===== src/rtl/core/brute_force_tour_search_macros.svh =====
// Assertion macros shared by the tour search RTL.
// Define NO_ASSERTIONS to compile them away.
`ifndef BRUTE_FORCE_TOUR_SEARCH_MACROS_SVH
`define BRUTE_FORCE_TOUR_SEARCH_MACROS_SVH

`ifndef NO_ASSERTIONS

// Checked on every clock edge outside reset.
`define BFTS_ASSERT(lbl, prop, msg) \
    lbl: assert property (@(posedge clk) disable iff (!rst_n) prop) else $error(msg);

// Checked on every clock edge, reset included.
`define BFTS_ASSERT_ALWAYS(lbl, prop, msg) \
    lbl: assert property (@(posedge clk) prop) else $error(msg);

`else

`define BFTS_ASSERT(lbl, prop, msg)
`define BFTS_ASSERT_ALWAYS(lbl, prop, msg)

`endif

`endif


===== src/rtl/core/bfts_pkg.sv =====
`timescale 1ns / 1ps
`default_nettype none

package bfts_pkg;

    // Fixed field widths of the stream items.
    localparam int XY_W       = 7;
    localparam int CITY_W     = 3;
    localparam int ORDER_W    = 24;
    localparam int LEN_W      = 11;
    localparam int TIE_W      = 16;
    localparam int S_TDATA_W  = 16;
    localparam int M_TDATA_W  = 56;
    localparam int M_PAD_W    = M_TDATA_W - ORDER_W - LEN_W - TIE_W;
    localparam int S_PAD_W    = S_TDATA_W - 2 * XY_W;

    typedef enum logic [3:0] {
        ST_LOAD,
        ST_DRD,
        ST_DSQ,
        ST_DRT,
        ST_DWR,
        ST_WALK,
        ST_SCORE,
        ST_UPD,
        ST_OUT
    } state_t;

    typedef struct packed {
        logic start;
        logic step;
    } perm_ctrl_t;

    typedef struct packed {
        logic leaf;
        logic done;
    } perm_stat_t;

    typedef struct packed {
        logic start;
    } sqrt_ctrl_t;

    typedef struct packed {
        logic busy;
    } sqrt_stat_t;

endpackage

`default_nettype wire


===== src/rtl/core/bfts_sqrt.sv =====
`timescale 1ns / 1ps
`default_nettype none

// Iterative integer square root, one result bit per cycle.
module bfts_sqrt
    import bfts_pkg::*;
#(
    parameter int VW = 16
)
(
    input  wire logic              clk,
    input  wire logic              rst_n,
    input  wire sqrt_ctrl_t        ctrl,
    input  wire logic [VW-1:0]     operand,
    output sqrt_stat_t             stat,
    output logic [VW/2-1:0]        root
);

    localparam int RW = VW / 2;

    logic [VW-1:0] rem_reg,  rem_next;
    logic [VW-1:0] root_reg, root_next;
    logic [VW-1:0] bit_reg,  bit_next;
    logic          busy_reg, busy_next;
    logic [VW:0]   trial;

    always_comb
    begin
        rem_next  = rem_reg;
        root_next = root_reg;
        bit_next  = bit_reg;
        busy_next = busy_reg;
        trial     = {1'b0, root_reg} + {1'b0, bit_reg};
        if (ctrl.start)
        begin
            rem_next  = operand;
            root_next = '0;
            bit_next  = VW'(1) << (VW - 2);
            busy_next = 1'b1;
        end
        else if (busy_reg)
        begin
            if ({1'b0, rem_reg} >= trial)
            begin
                rem_next  = rem_reg - trial[VW-1:0];
                root_next = (root_reg >> 1) + bit_reg;
            end
            else
            begin
                root_next = root_reg >> 1;
            end
            bit_next  = bit_reg >> 2;
            busy_next = !bit_reg[0];
        end
    end

    always_ff @(posedge clk or negedge rst_n)
    begin
        if (!rst_n)
        begin
            busy_reg <= 1'b0;
        end
        else
        begin
            busy_reg <= busy_next;
        end
    end

    always_ff @(posedge clk)
    begin
        rem_reg  <= rem_next;
        root_reg <= root_next;
        bit_reg  <= bit_next;
    end

    assign stat.busy = busy_reg;
    assign root      = root_reg[RW-1:0];

    `include "brute_force_tour_search_macros.svh"

    `BFTS_ASSERT(a_sqrt_start_idle, ctrl.start |-> !busy_reg, "sqrt started while busy")

endmodule

`default_nettype wire


===== src/rtl/core/bfts_perm.sv =====
`timescale 1ns / 1ps
`default_nettype none

// Permutation walker in recursive swap order, one swap per step, with an
// explicit stack of loop indices per depth.
module bfts_perm
    import bfts_pkg::*;
#(
    parameter int CITIES = 6
)
(
    input  wire logic              clk,
    input  wire logic              rst_n,
    input  wire perm_ctrl_t        ctrl,
    output perm_stat_t             stat,
    output logic [CITY_W-1:0]      ord [CITIES]
);

    localparam int IW = $clog2(CITIES + 1);
    localparam int DW = $clog2(CITIES);

    logic [CITY_W-1:0] ord_reg [CITIES];
    logic [CITY_W-1:0] ord_next [CITIES];
    logic [IW-1:0]     idx_reg [CITIES];
    logic [IW-1:0]     idx_next [CITIES];
    logic [DW-1:0]     depth_reg, depth_next;
    logic [IW-1:0]     cur_idx;
    logic [DW-1:0]     pd;
    logic [DW-1:0]     sa;
    logic [DW-1:0]     sb;

    assign cur_idx   = idx_reg[depth_reg];
    assign pd        = depth_reg - DW'(1);
    assign stat.leaf = (depth_reg == DW'(CITIES - 1));
    assign stat.done = (depth_reg == '0) && (cur_idx == IW'(CITIES));

    always_comb
    begin
        ord_next   = ord_reg;
        idx_next   = idx_reg;
        depth_next = depth_reg;
        sa         = depth_reg;
        sb         = cur_idx[DW-1:0];
        if (ctrl.start)
        begin
            for (int i = 0; i < CITIES; i++)
            begin
                ord_next[i] = CITY_W'(i);
                idx_next[i] = '0;
            end
            depth_next = '0;
        end
        else if (ctrl.step)
        begin
            if (!stat.leaf && (cur_idx != IW'(CITIES)))
            begin
                // Descend: swap this depth with its current choice.
                sa                        = depth_reg;
                sb                        = cur_idx[DW-1:0];
                ord_next[sa]              = ord_reg[sb];
                ord_next[sb]              = ord_reg[sa];
                idx_next[depth_reg + 1'b1] = IW'(depth_reg) + IW'(1);
                depth_next                = depth_reg + DW'(1);
            end
            else if (depth_reg != '0)
            begin
                // Return: undo the parent's swap and move to its next choice.
                sa             = pd;
                sb             = idx_reg[pd][DW-1:0];
                ord_next[sa]   = ord_reg[sb];
                ord_next[sb]   = ord_reg[sa];
                idx_next[pd]   = idx_reg[pd] + IW'(1);
                depth_next     = pd;
            end
        end
    end

    always_ff @(posedge clk or negedge rst_n)
    begin
        if (!rst_n)
        begin
            for (int i = 0; i < CITIES; i++)
            begin
                ord_reg[i] <= CITY_W'(i);
                idx_reg[i] <= '0;
            end
            depth_reg <= '0;
        end
        else
        begin
            ord_reg   <= ord_next;
            idx_reg   <= idx_next;
            depth_reg <= depth_next;
        end
    end

    assign ord = ord_reg;

    `include "brute_force_tour_search_macros.svh"

    `BFTS_ASSERT(a_perm_no_step_done, ctrl.step |-> !stat.done, "step after walk finished")

endmodule

`default_nettype wire


===== src/rtl/core/brute_force_tour_search.sv =====
// Throughput: one city transfer per cycle while loading; no transfer is taken during a search.
// Table build: N*N distances, each read from the coordinate store, squared, rooted in one
// iterative square root unit and written. Walk: each tour takes N+1 table reads, a record
// update and a walker step, other swap steps take a walker step each; m_tvalid rises at walk end.
// Reset (rst_n, asynchronous, active low) clears the sequencer, the walker and the load count;
// the coordinate and distance memories hold no reset value.
`timescale 1ns / 1ps
`default_nettype none

module brute_force_tour_search
    import bfts_pkg::*;
#(
    parameter int CITIES     = 6,
    parameter int COORD_BITS = 7
)
(
    input  wire logic                 clk,
    input  wire logic                 rst_n,
    input  wire logic                 s_tvalid,
    output logic                      s_tready,
    input  wire logic [S_TDATA_W-1:0] s_tdata,   // city_x[6:0], city_y[13:7], zero fill
    input  wire logic                 s_tlast,   // last_city
    output logic                      m_tvalid,
    input  wire logic                 m_tready,
    output logic [M_TDATA_W-1:0]      m_tdata    // best_order[23:0], best_length[34:24],
                                                 // tie_count[50:35], zero fill
);

    // Coordinates wider than the port carry nothing more, so the kept width saturates there.
    localparam int CW  = (COORD_BITS < XY_W) ? COORD_BITS : XY_W;
    localparam int RW  = CW + 1;          // distance width
    localparam int VW  = 2 * RW;          // squared distance width, even for the root unit
    localparam int CAW = $clog2(CITIES);
    localparam int LCW = $clog2(CITIES + 1);
    localparam int DAW = $clog2(CITIES * CITIES);
    localparam int KW  = $clog2(CITIES + 1);

    state_t state_reg, state_next;

    // The coordinate store holds y above x for each city.
    logic [2*CW-1:0]  cmem [CITIES];
    logic [2*CW-1:0]  ca_reg, cb_reg;
    logic [RW-1:0]    dmem [CITIES*CITIES];
    logic [RW-1:0]    dq_reg;

    logic [LCW-1:0]   loaded_reg, loaded_next;
    logic [CAW-1:0]   ci_reg, ci_next, cj_reg, cj_next;
    logic [DAW-1:0]   daddr_reg, daddr_next;
    logic [KW-1:0]    k_reg, k_next;
    logic [LEN_W-1:0] total_reg, total_next;
    logic [LEN_W-1:0] best_len_reg, best_len_next;
    logic [TIE_W-1:0] ties_reg, ties_next;
    logic [ORDER_W-1:0] border_reg, border_next;
    logic             found_reg, found_next;

    logic             s_acc;
    logic             m_acc;
    logic             cwr_en;
    logic             dwr_en;
    logic             last_pair;
    logic [CW-1:0]    dx, dy;
    logic [VW-1:0]    sq_sum;
    logic [DAW-1:0]   raddr;
    logic [CAW-1:0]   kidx, nidx;
    logic [ORDER_W-1:0] cur_word;

    perm_ctrl_t        perm_ctrl;
    perm_stat_t        perm_stat;
    logic [CITY_W-1:0] ord [CITIES];
    sqrt_ctrl_t        sqrt_ctrl;
    sqrt_stat_t        sqrt_stat;
    logic [RW-1:0]     root;

    bfts_sqrt #(
        .VW (VW)
    ) u_sqrt (
        .clk     (clk),
        .rst_n   (rst_n),
        .ctrl    (sqrt_ctrl),
        .operand (sq_sum),
        .stat    (sqrt_stat),
        .root    (root)
    );

    bfts_perm #(
        .CITIES (CITIES)
    ) u_perm (
        .clk   (clk),
        .rst_n (rst_n),
        .ctrl  (perm_ctrl),
        .stat  (perm_stat),
        .ord   (ord)
    );

    assign s_acc     = s_tvalid && s_tready;
    assign m_acc     = m_tvalid && m_tready;
    assign last_pair = (ci_reg == CAW'(CITIES - 1)) && (cj_reg == CAW'(CITIES - 1));

    // Absolute coordinate differences of the pair read from the store.
    assign dx = (ca_reg[CW-1:0] > cb_reg[CW-1:0]) ? ca_reg[CW-1:0] - cb_reg[CW-1:0]
                                                  : cb_reg[CW-1:0] - ca_reg[CW-1:0];
    assign dy = (ca_reg[2*CW-1:CW] > cb_reg[2*CW-1:CW]) ?
                ca_reg[2*CW-1:CW] - cb_reg[2*CW-1:CW] :
                cb_reg[2*CW-1:CW] - ca_reg[2*CW-1:CW];
    assign sq_sum = VW'(dx) * VW'(dx) + VW'(dy) * VW'(dy);

    // Edge from tour position k to the next position, wrapping to the start.
    assign kidx  = (k_reg < KW'(CITIES)) ? k_reg[CAW-1:0] : '0;
    assign nidx  = (kidx == CAW'(CITIES - 1)) ? '0 : kidx + CAW'(1);
    assign raddr = DAW'(ord[kidx]) * DAW'(CITIES) + DAW'(ord[nidx]);

    always_comb
    begin
        cur_word = '0;
        for (int p = 0; p < CITIES; p++)
        begin
            cur_word[p*CITY_W +: CITY_W] = ord[p];
        end
    end

    // Sequencer next state.
    always_comb
    begin
        state_next = state_reg;
        unique case (state_reg)
            ST_LOAD:
            begin
                if (s_acc && s_tlast)
                begin
                    state_next = ST_DRD;
                end
            end
            ST_DRD:   state_next = ST_DSQ;
            ST_DSQ:   state_next = ST_DRT;
            ST_DRT:
            begin
                if (!sqrt_stat.busy)
                begin
                    state_next = ST_DWR;
                end
            end
            ST_DWR:   state_next = last_pair ? ST_WALK : ST_DRD;
            ST_WALK:
            begin
                if (perm_stat.done)
                begin
                    state_next = ST_OUT;
                end
                else if (perm_stat.leaf)
                begin
                    state_next = ST_SCORE;
                end
            end
            ST_SCORE:
            begin
                if (k_reg == KW'(CITIES))
                begin
                    state_next = ST_UPD;
                end
            end
            ST_UPD:   state_next = ST_WALK;
            ST_OUT:
            begin
                if (m_acc)
                begin
                    state_next = ST_LOAD;
                end
            end
            default:  state_next = ST_LOAD;
        endcase
    end

    // Sequencer outputs.
    always_comb
    begin
        s_tready        = 1'b0;
        m_tvalid        = 1'b0;
        perm_ctrl.start = 1'b0;
        perm_ctrl.step  = 1'b0;
        sqrt_ctrl.start = 1'b0;
        cwr_en          = 1'b0;
        dwr_en          = 1'b0;
        unique case (state_reg)
            ST_LOAD:
            begin
                s_tready = 1'b1;
                cwr_en   = s_tvalid && (loaded_reg < LCW'(CITIES));
            end
            ST_DSQ:   sqrt_ctrl.start = 1'b1;
            ST_DWR:
            begin
                dwr_en          = 1'b1;
                perm_ctrl.start = last_pair;
            end
            ST_WALK:  perm_ctrl.step = !perm_stat.done && !perm_stat.leaf;
            ST_UPD:   perm_ctrl.step = 1'b1;
            ST_OUT:   m_tvalid = 1'b1;
            default:
            begin
            end
        endcase
    end

    // Datapath next values.
    always_comb
    begin
        loaded_next   = loaded_reg;
        ci_next       = ci_reg;
        cj_next       = cj_reg;
        daddr_next    = daddr_reg;
        k_next        = k_reg;
        total_next    = total_reg;
        best_len_next = best_len_reg;
        ties_next     = ties_reg;
        border_next   = border_reg;
        found_next    = found_reg;
        unique case (state_reg)
            ST_LOAD:
            begin
                if (s_acc)
                begin
                    if (loaded_reg < LCW'(CITIES))
                    begin
                        loaded_next = loaded_reg + LCW'(1);
                    end
                    if (s_tlast)
                    begin
                        // A new search starts from an empty record.
                        loaded_next   = '0;
                        ci_next       = '0;
                        cj_next       = '0;
                        daddr_next    = '0;
                        found_next    = 1'b0;
                        best_len_next = '1;
                        ties_next     = '0;
                        border_next   = '0;
                    end
                end
            end
            ST_DWR:
            begin
                daddr_next = daddr_reg + DAW'(1);
                if (cj_reg == CAW'(CITIES - 1))
                begin
                    cj_next = '0;
                    ci_next = ci_reg + CAW'(1);
                end
                else
                begin
                    cj_next = cj_reg + CAW'(1);
                end
            end
            ST_WALK:
            begin
                k_next     = '0;
                total_next = '0;
            end
            ST_SCORE:
            begin
                // Table data is registered, so it arrives in the cycle after its address.
                k_next = k_reg + KW'(1);
                if (k_reg != '0)
                begin
                    total_next = total_reg + LEN_W'(dq_reg);
                end
            end
            ST_UPD:
            begin
                if (!found_reg || (total_reg < best_len_reg))
                begin
                    found_next    = 1'b1;
                    best_len_next = total_reg;
                    ties_next     = TIE_W'(1);
                    border_next   = cur_word;
                end
                else if (total_reg == best_len_reg)
                begin
                    ties_next = ties_reg + TIE_W'(1);
                end
            end
            default:
            begin
            end
        endcase
    end

    always_ff @(posedge clk or negedge rst_n)
    begin
        if (!rst_n)
        begin
            state_reg  <= ST_LOAD;
            loaded_reg <= '0;
            found_reg  <= 1'b0;
            ci_reg     <= '0;
            cj_reg     <= '0;
            daddr_reg  <= '0;
            k_reg      <= '0;
        end
        else
        begin
            state_reg  <= state_next;
            loaded_reg <= loaded_next;
            found_reg  <= found_next;
            ci_reg     <= ci_next;
            cj_reg     <= cj_next;
            daddr_reg  <= daddr_next;
            k_reg      <= k_next;
        end
    end

    always_ff @(posedge clk)
    begin
        total_reg    <= total_next;
        best_len_reg <= best_len_next;
        ties_reg     <= ties_next;
        border_reg   <= border_next;
    end

    // Coordinate store: one write port, two registered read ports.
    always_ff @(posedge clk)
    begin
        if (cwr_en)
        begin
            cmem[loaded_reg[CAW-1:0]] <= {s_tdata[XY_W +: CW], s_tdata[CW-1:0]};
        end
        ca_reg <= cmem[ci_reg];
        cb_reg <= cmem[cj_reg];
    end

    // Distance table: one write port, one registered read port.
    always_ff @(posedge clk)
    begin
        if (dwr_en)
        begin
            dmem[daddr_reg] <= root;
        end
        dq_reg <= dmem[raddr];
    end

    assign m_tdata = {{M_PAD_W{1'b0}}, ties_reg, best_len_reg, border_reg};

    `include "brute_force_tour_search_macros.svh"

    `BFTS_ASSERT_ALWAYS(a_ready_valid_excl, !(s_tready && m_tvalid), "ready while result held")
    `BFTS_ASSERT(a_ties_nonzero, m_tvalid |-> (ties_reg != '0), "result with no tour counted")
    `BFTS_ASSERT(a_out_after_walk, $rose(m_tvalid) |-> $past(perm_stat.done), "result before walk end")

endmodule

`default_nettype wire

===== config.mk =====
export PLATFORM = sky130hd
export DESIGN_NAME = brute_force_tour_search
export DESIGN_NICKNAME = d
export VERILOG_FILES = /design/src/rtl/core/bfts_pkg.sv /design/src/rtl/core/bfts_sqrt.sv /design/src/rtl/core/bfts_perm.sv /design/src/rtl/core/brute_force_tour_search.sv
export VERILOG_INCLUDE_DIRS = /design/src /design/src/rtl/core
export SDC_FILE = /design/constraint.sdc
export NUM_CORES = 1
export LEC_CHECK = 0
export BUFFER_PORTS_ARGS = -buffer_cell sky130_fd_sc_hd__buf_2
export CAP_MARGIN = 30
export CORE_AREA = 2 2 260 313
export DETAILED_ROUTE_END_ITERATION = 7
export DIE_AREA = 0 0 262 315
export SETUP_SLACK_MARGIN = 0.05
export SLEW_MARGIN = 20
export SYNTH_ARGS = -nofsm -noshare
export SYNTH_HDL_FRONTEND = slang
export SYNTH_SLANG_ARGS = --single-unit

===== constraint.sdc =====
create_clock -name clk -period 7.57 [get_ports clk]
set_clock_uncertainty 0.15 [all_clocks]
set_input_delay 0.3785 -clock clk [delete_from_list [all_inputs] [get_ports clk]]
set_output_delay 0.3785 -clock clk [all_outputs]
set_load 0.02 [all_outputs]

==> impl_results.md <==
- Status: completed
- Dpl cells: 3771
- Unique cell type count in the Yosys netlist: 92
- Max cap viols: 0
- Vias per cell: 5.605
- Min cycle time layout: 7.152 ns
- Critical Path Max Stage Delay: 0.52 ns
- Max reg flops: 288
- Critical path arrival: 7.37 ns
- Final hold violation count: 0
- Reg2reg end: u_sqrt.rem_reg[14]
- Main flop type after synthesis: edfxtp_1
- Antenna Cells: 0
- Initial antenna violation count: 0
- Routed wire per std cell: 20.37 um
- Top cells by area, synth: edfxtp_1 42%, ha_1 5.8%, mux2i_1 4.6%
- R2r startpoint: ca_reg[1]
- Hold WC Path Type: input port to register
- Commonest non-fill, non-tap cells in the layout: 444 x edfxtp_1, 273 x nor2_1, 203 x nand2_1
- Reg2Reg Depth: 30
- Fmax: 0.1398 GHz
- Top-area cell type share of the netlist area: 0.4236
- Max-slew headroom: 0.3023
- Layout area overhead: 13.28%
- PortBufs: 65
- Drt total wl: 79680 um
- H-tree levels: 2
- Die ar.: 82530 um2
- Crit path capture type: register
- Pre-Repair DR Iteration Count: 5
- Post-DP HPWL: 54130 um
- Maximum fanout along the worst path: 7
- Commonest non-fill, non-tap cell in the layout: edfxtp_1
- Ys Warns: 0
- Total track usage: 0.1915
- Root Buffer: clkbuf_16
- RSZ-0062 raised after global routing: no
- CP required: 7.79 ns
- Least-Margin Pin Slew: 1.032 ns
- Gate Count Post-Synth: 2735
- Initial Util: 0.3941
- Largest net degree at the start of global routing: 80
- Placed Instance Area: 33070 um2
- EDFF count, synth: 444
- Hold EP: loaded_reg[2]
- Leading area contributor after synthesis: edfxtp_1
- Ys async rst share: 0.1111
- Core ar.: 79880 um2
- Fin nets: 3042
- Total grt overflow: 0
- Post-synthesis register bit count: 567
- Critical Setup Path Class: register to register
- Row cnt: 114
- R2R setup slack: 0.42 ns
- Worst skew pair latency: 0.65 ns
- Synth Area per Inst: 11.51 um2
- CTS Sinks: 567
- Seq/Total Area, Yosys: 0.5121
- First-pass GRT wire length: 123400 um
- Largest Register: dmem
- Fin cells: 3911
- Chip Width: 262 um
- Clk buf depth: 3
- Final setup violation count: 0
- Synthesized area: 31480 um2
- Count of pins over their slew limit: 0
- Hold path depth: 4
- Tcrit/Tclk final: 0.9448
- Die Ht: 315 um
- Hold Path Origin: s_tvalid
- Clock Pin Slew Worst Setup and Hold Paths: 0.06 ns
- Layout cells sized above 1: 0.1381
- GP Congestion: 0.8917
- Post-DRT Antenna Nets: 0
- CP max-delay cell: fa_1
- CTS tree: built
- Final core utilization: 0.4464
- Fill cell count: 7264
- DRT iter0 DRCs: 1475
- Cell area after layout: 35660 um2
- Vias in the first global route: 22180
- I/O pins: 79
- Crit-path most repeated cell: fa_1
- Residual DRC: 0
- Vias: 21920
- Critical Path Start Type: register
- Number of CTS-inserted buffers: 58
how the worst max path moves through the flow:
stage | from | to | slack [ns] | cells after the start
after floorplan | ca_reg[2] | u_sqrt.rem_reg[12] | 0.11 | 31
after global placement | ca_reg[1] | u_sqrt.rem_reg[12] | 0.1 | 29
after detailed placement | ca_reg[1] | u_sqrt.rem_reg[12] | -0.07 | 29
after CTS | ca_reg[1] | u_sqrt.rem_reg[12] | 0.05 | 29
after global routing | ca_reg[5] | u_sqrt.rem_reg[14] | 0.04 | 29
final | ca_reg[1] | u_sqrt.rem_reg[14] | 0.42 | 30
area by class of cell:
cell class | instances | area [um2] | share of cell area
clock inverters | 42 | 644.4 | 0.01807
well taps | 1044 | 1306 | 0.03663
clock buffers | 68 | 1509 | 0.04232
flip-flops and latches | 567 | 16130 | 0.4523
repair buffers | 152 | 1057 | 0.02965
multi-input cells | 1878 | 14410 | 0.4041
inverters | 160 | 603.1 | 0.01691
per-layer routing:
| layer | up-vias | GRT usage | wire [um] |
|---|---|---|---|
| met5 | - | 0 | 0 |
| met4 | 0 | 0.07203 | 2749 |
| met3 | 153 | 0.02332 | 3561 |
| met2 | 585 | 0.3487 | 41600 |
| met1 | 10970 | 0.2297 | 31770 |
| li1 | 10220 | - | - |
critical path, delay by kind of cell, from the launching register on:
family / cells / cell delay, ns
AO/OA/AOI/OAI: 12 / 1.79
XOR/XNOR: 2 / 0.28
adder cells (fa/ha/maj): 7 / 3.07
buffers and inverters: 6 / 0.52
flip-flops: 1 / 0.37
multiplexers: 2 / 0.32
AND/OR/NAND/NOR: 1 / 0.38
cell families (layout without fill, tap and decap cells):
logic type | Yosys count | after routing | synth area share
flip-flops | 567 | 567 | 0.5121
XOR/XNOR | 106 | 106 | 0.02949
adder cells (fa/ha/maj) | 204 | 204 | 0.09492
multiplexers | 223 | 223 | 0.09266
other | 1 | 11 | 0.0001191
AND/OR/NAND/NOR | 760 | 760 | 0.1113
buffers and inverters | 300 | 422 | 0.03868
AO/OA/AOI/OAI | 574 | 574 | 0.1208
synth_stat cells, types with 22 or more instances:
| library cell | number |
|---|---|
| nor3_1 | 57 |
| a21oi_1 | 131 |
| fa_1 | 58 |
| nor2_1 | 274 |
| a21o_1 | 34 |
| inv_1 | 158 |
| xor2_1 | 48 |
| dfrtp_1 | 56 |
| mux4_2 | 52 |
| clkbuf_1 | 92 |
| ha_1 | 146 |
| o22ai_1 | 59 |
| dfxtp_1 | 60 |
| nand2b_1 | 29 |
| nor2b_1 | 22 |
| o21ai_0 | 122 |
| o22a_1 | 24 |
| nand3_1 | 50 |
| edfxtp_1 | 444 |
| mux2_2 | 27 |
| nand2_1 | 204 |
| o221ai_1 | 23 |
| xnor2_1 | 58 |
| and2_1 | 23 |
| mux2i_1 | 144 |
repair_timing:
action / 4_1_cts / 5_1_grt
buffers inserted: 0 / 8
pin swaps: 1 / 12
gates resized for setup: 2 / 33
hold endpoints to repair: 144 / 0
endpoints found under the setup margin: 3 / 6
hold buffers: 17 / 0
stage by stage:
| stage | setup WS, ns | hold WS (ns) | setup TNS, ns |
|---|---|---|---|
| global placement | 0.09753 | 0.3361 | 0 |
| floorplan | 0.1091 | -0.06709 | 0 |
| CTS | 0.05097 | 0.1092 | 0 |
| global route | 0.04434 | 0.1654 | 0 |
| detailed placement | -0.07116 | 0.3610 | -0.1103 |
| finish | 0.4179 | 0.1598 | 0 |
Power is not shown: default switching activity piles up to over one toggle a cycle in this logic, so the estimate is an artifact.
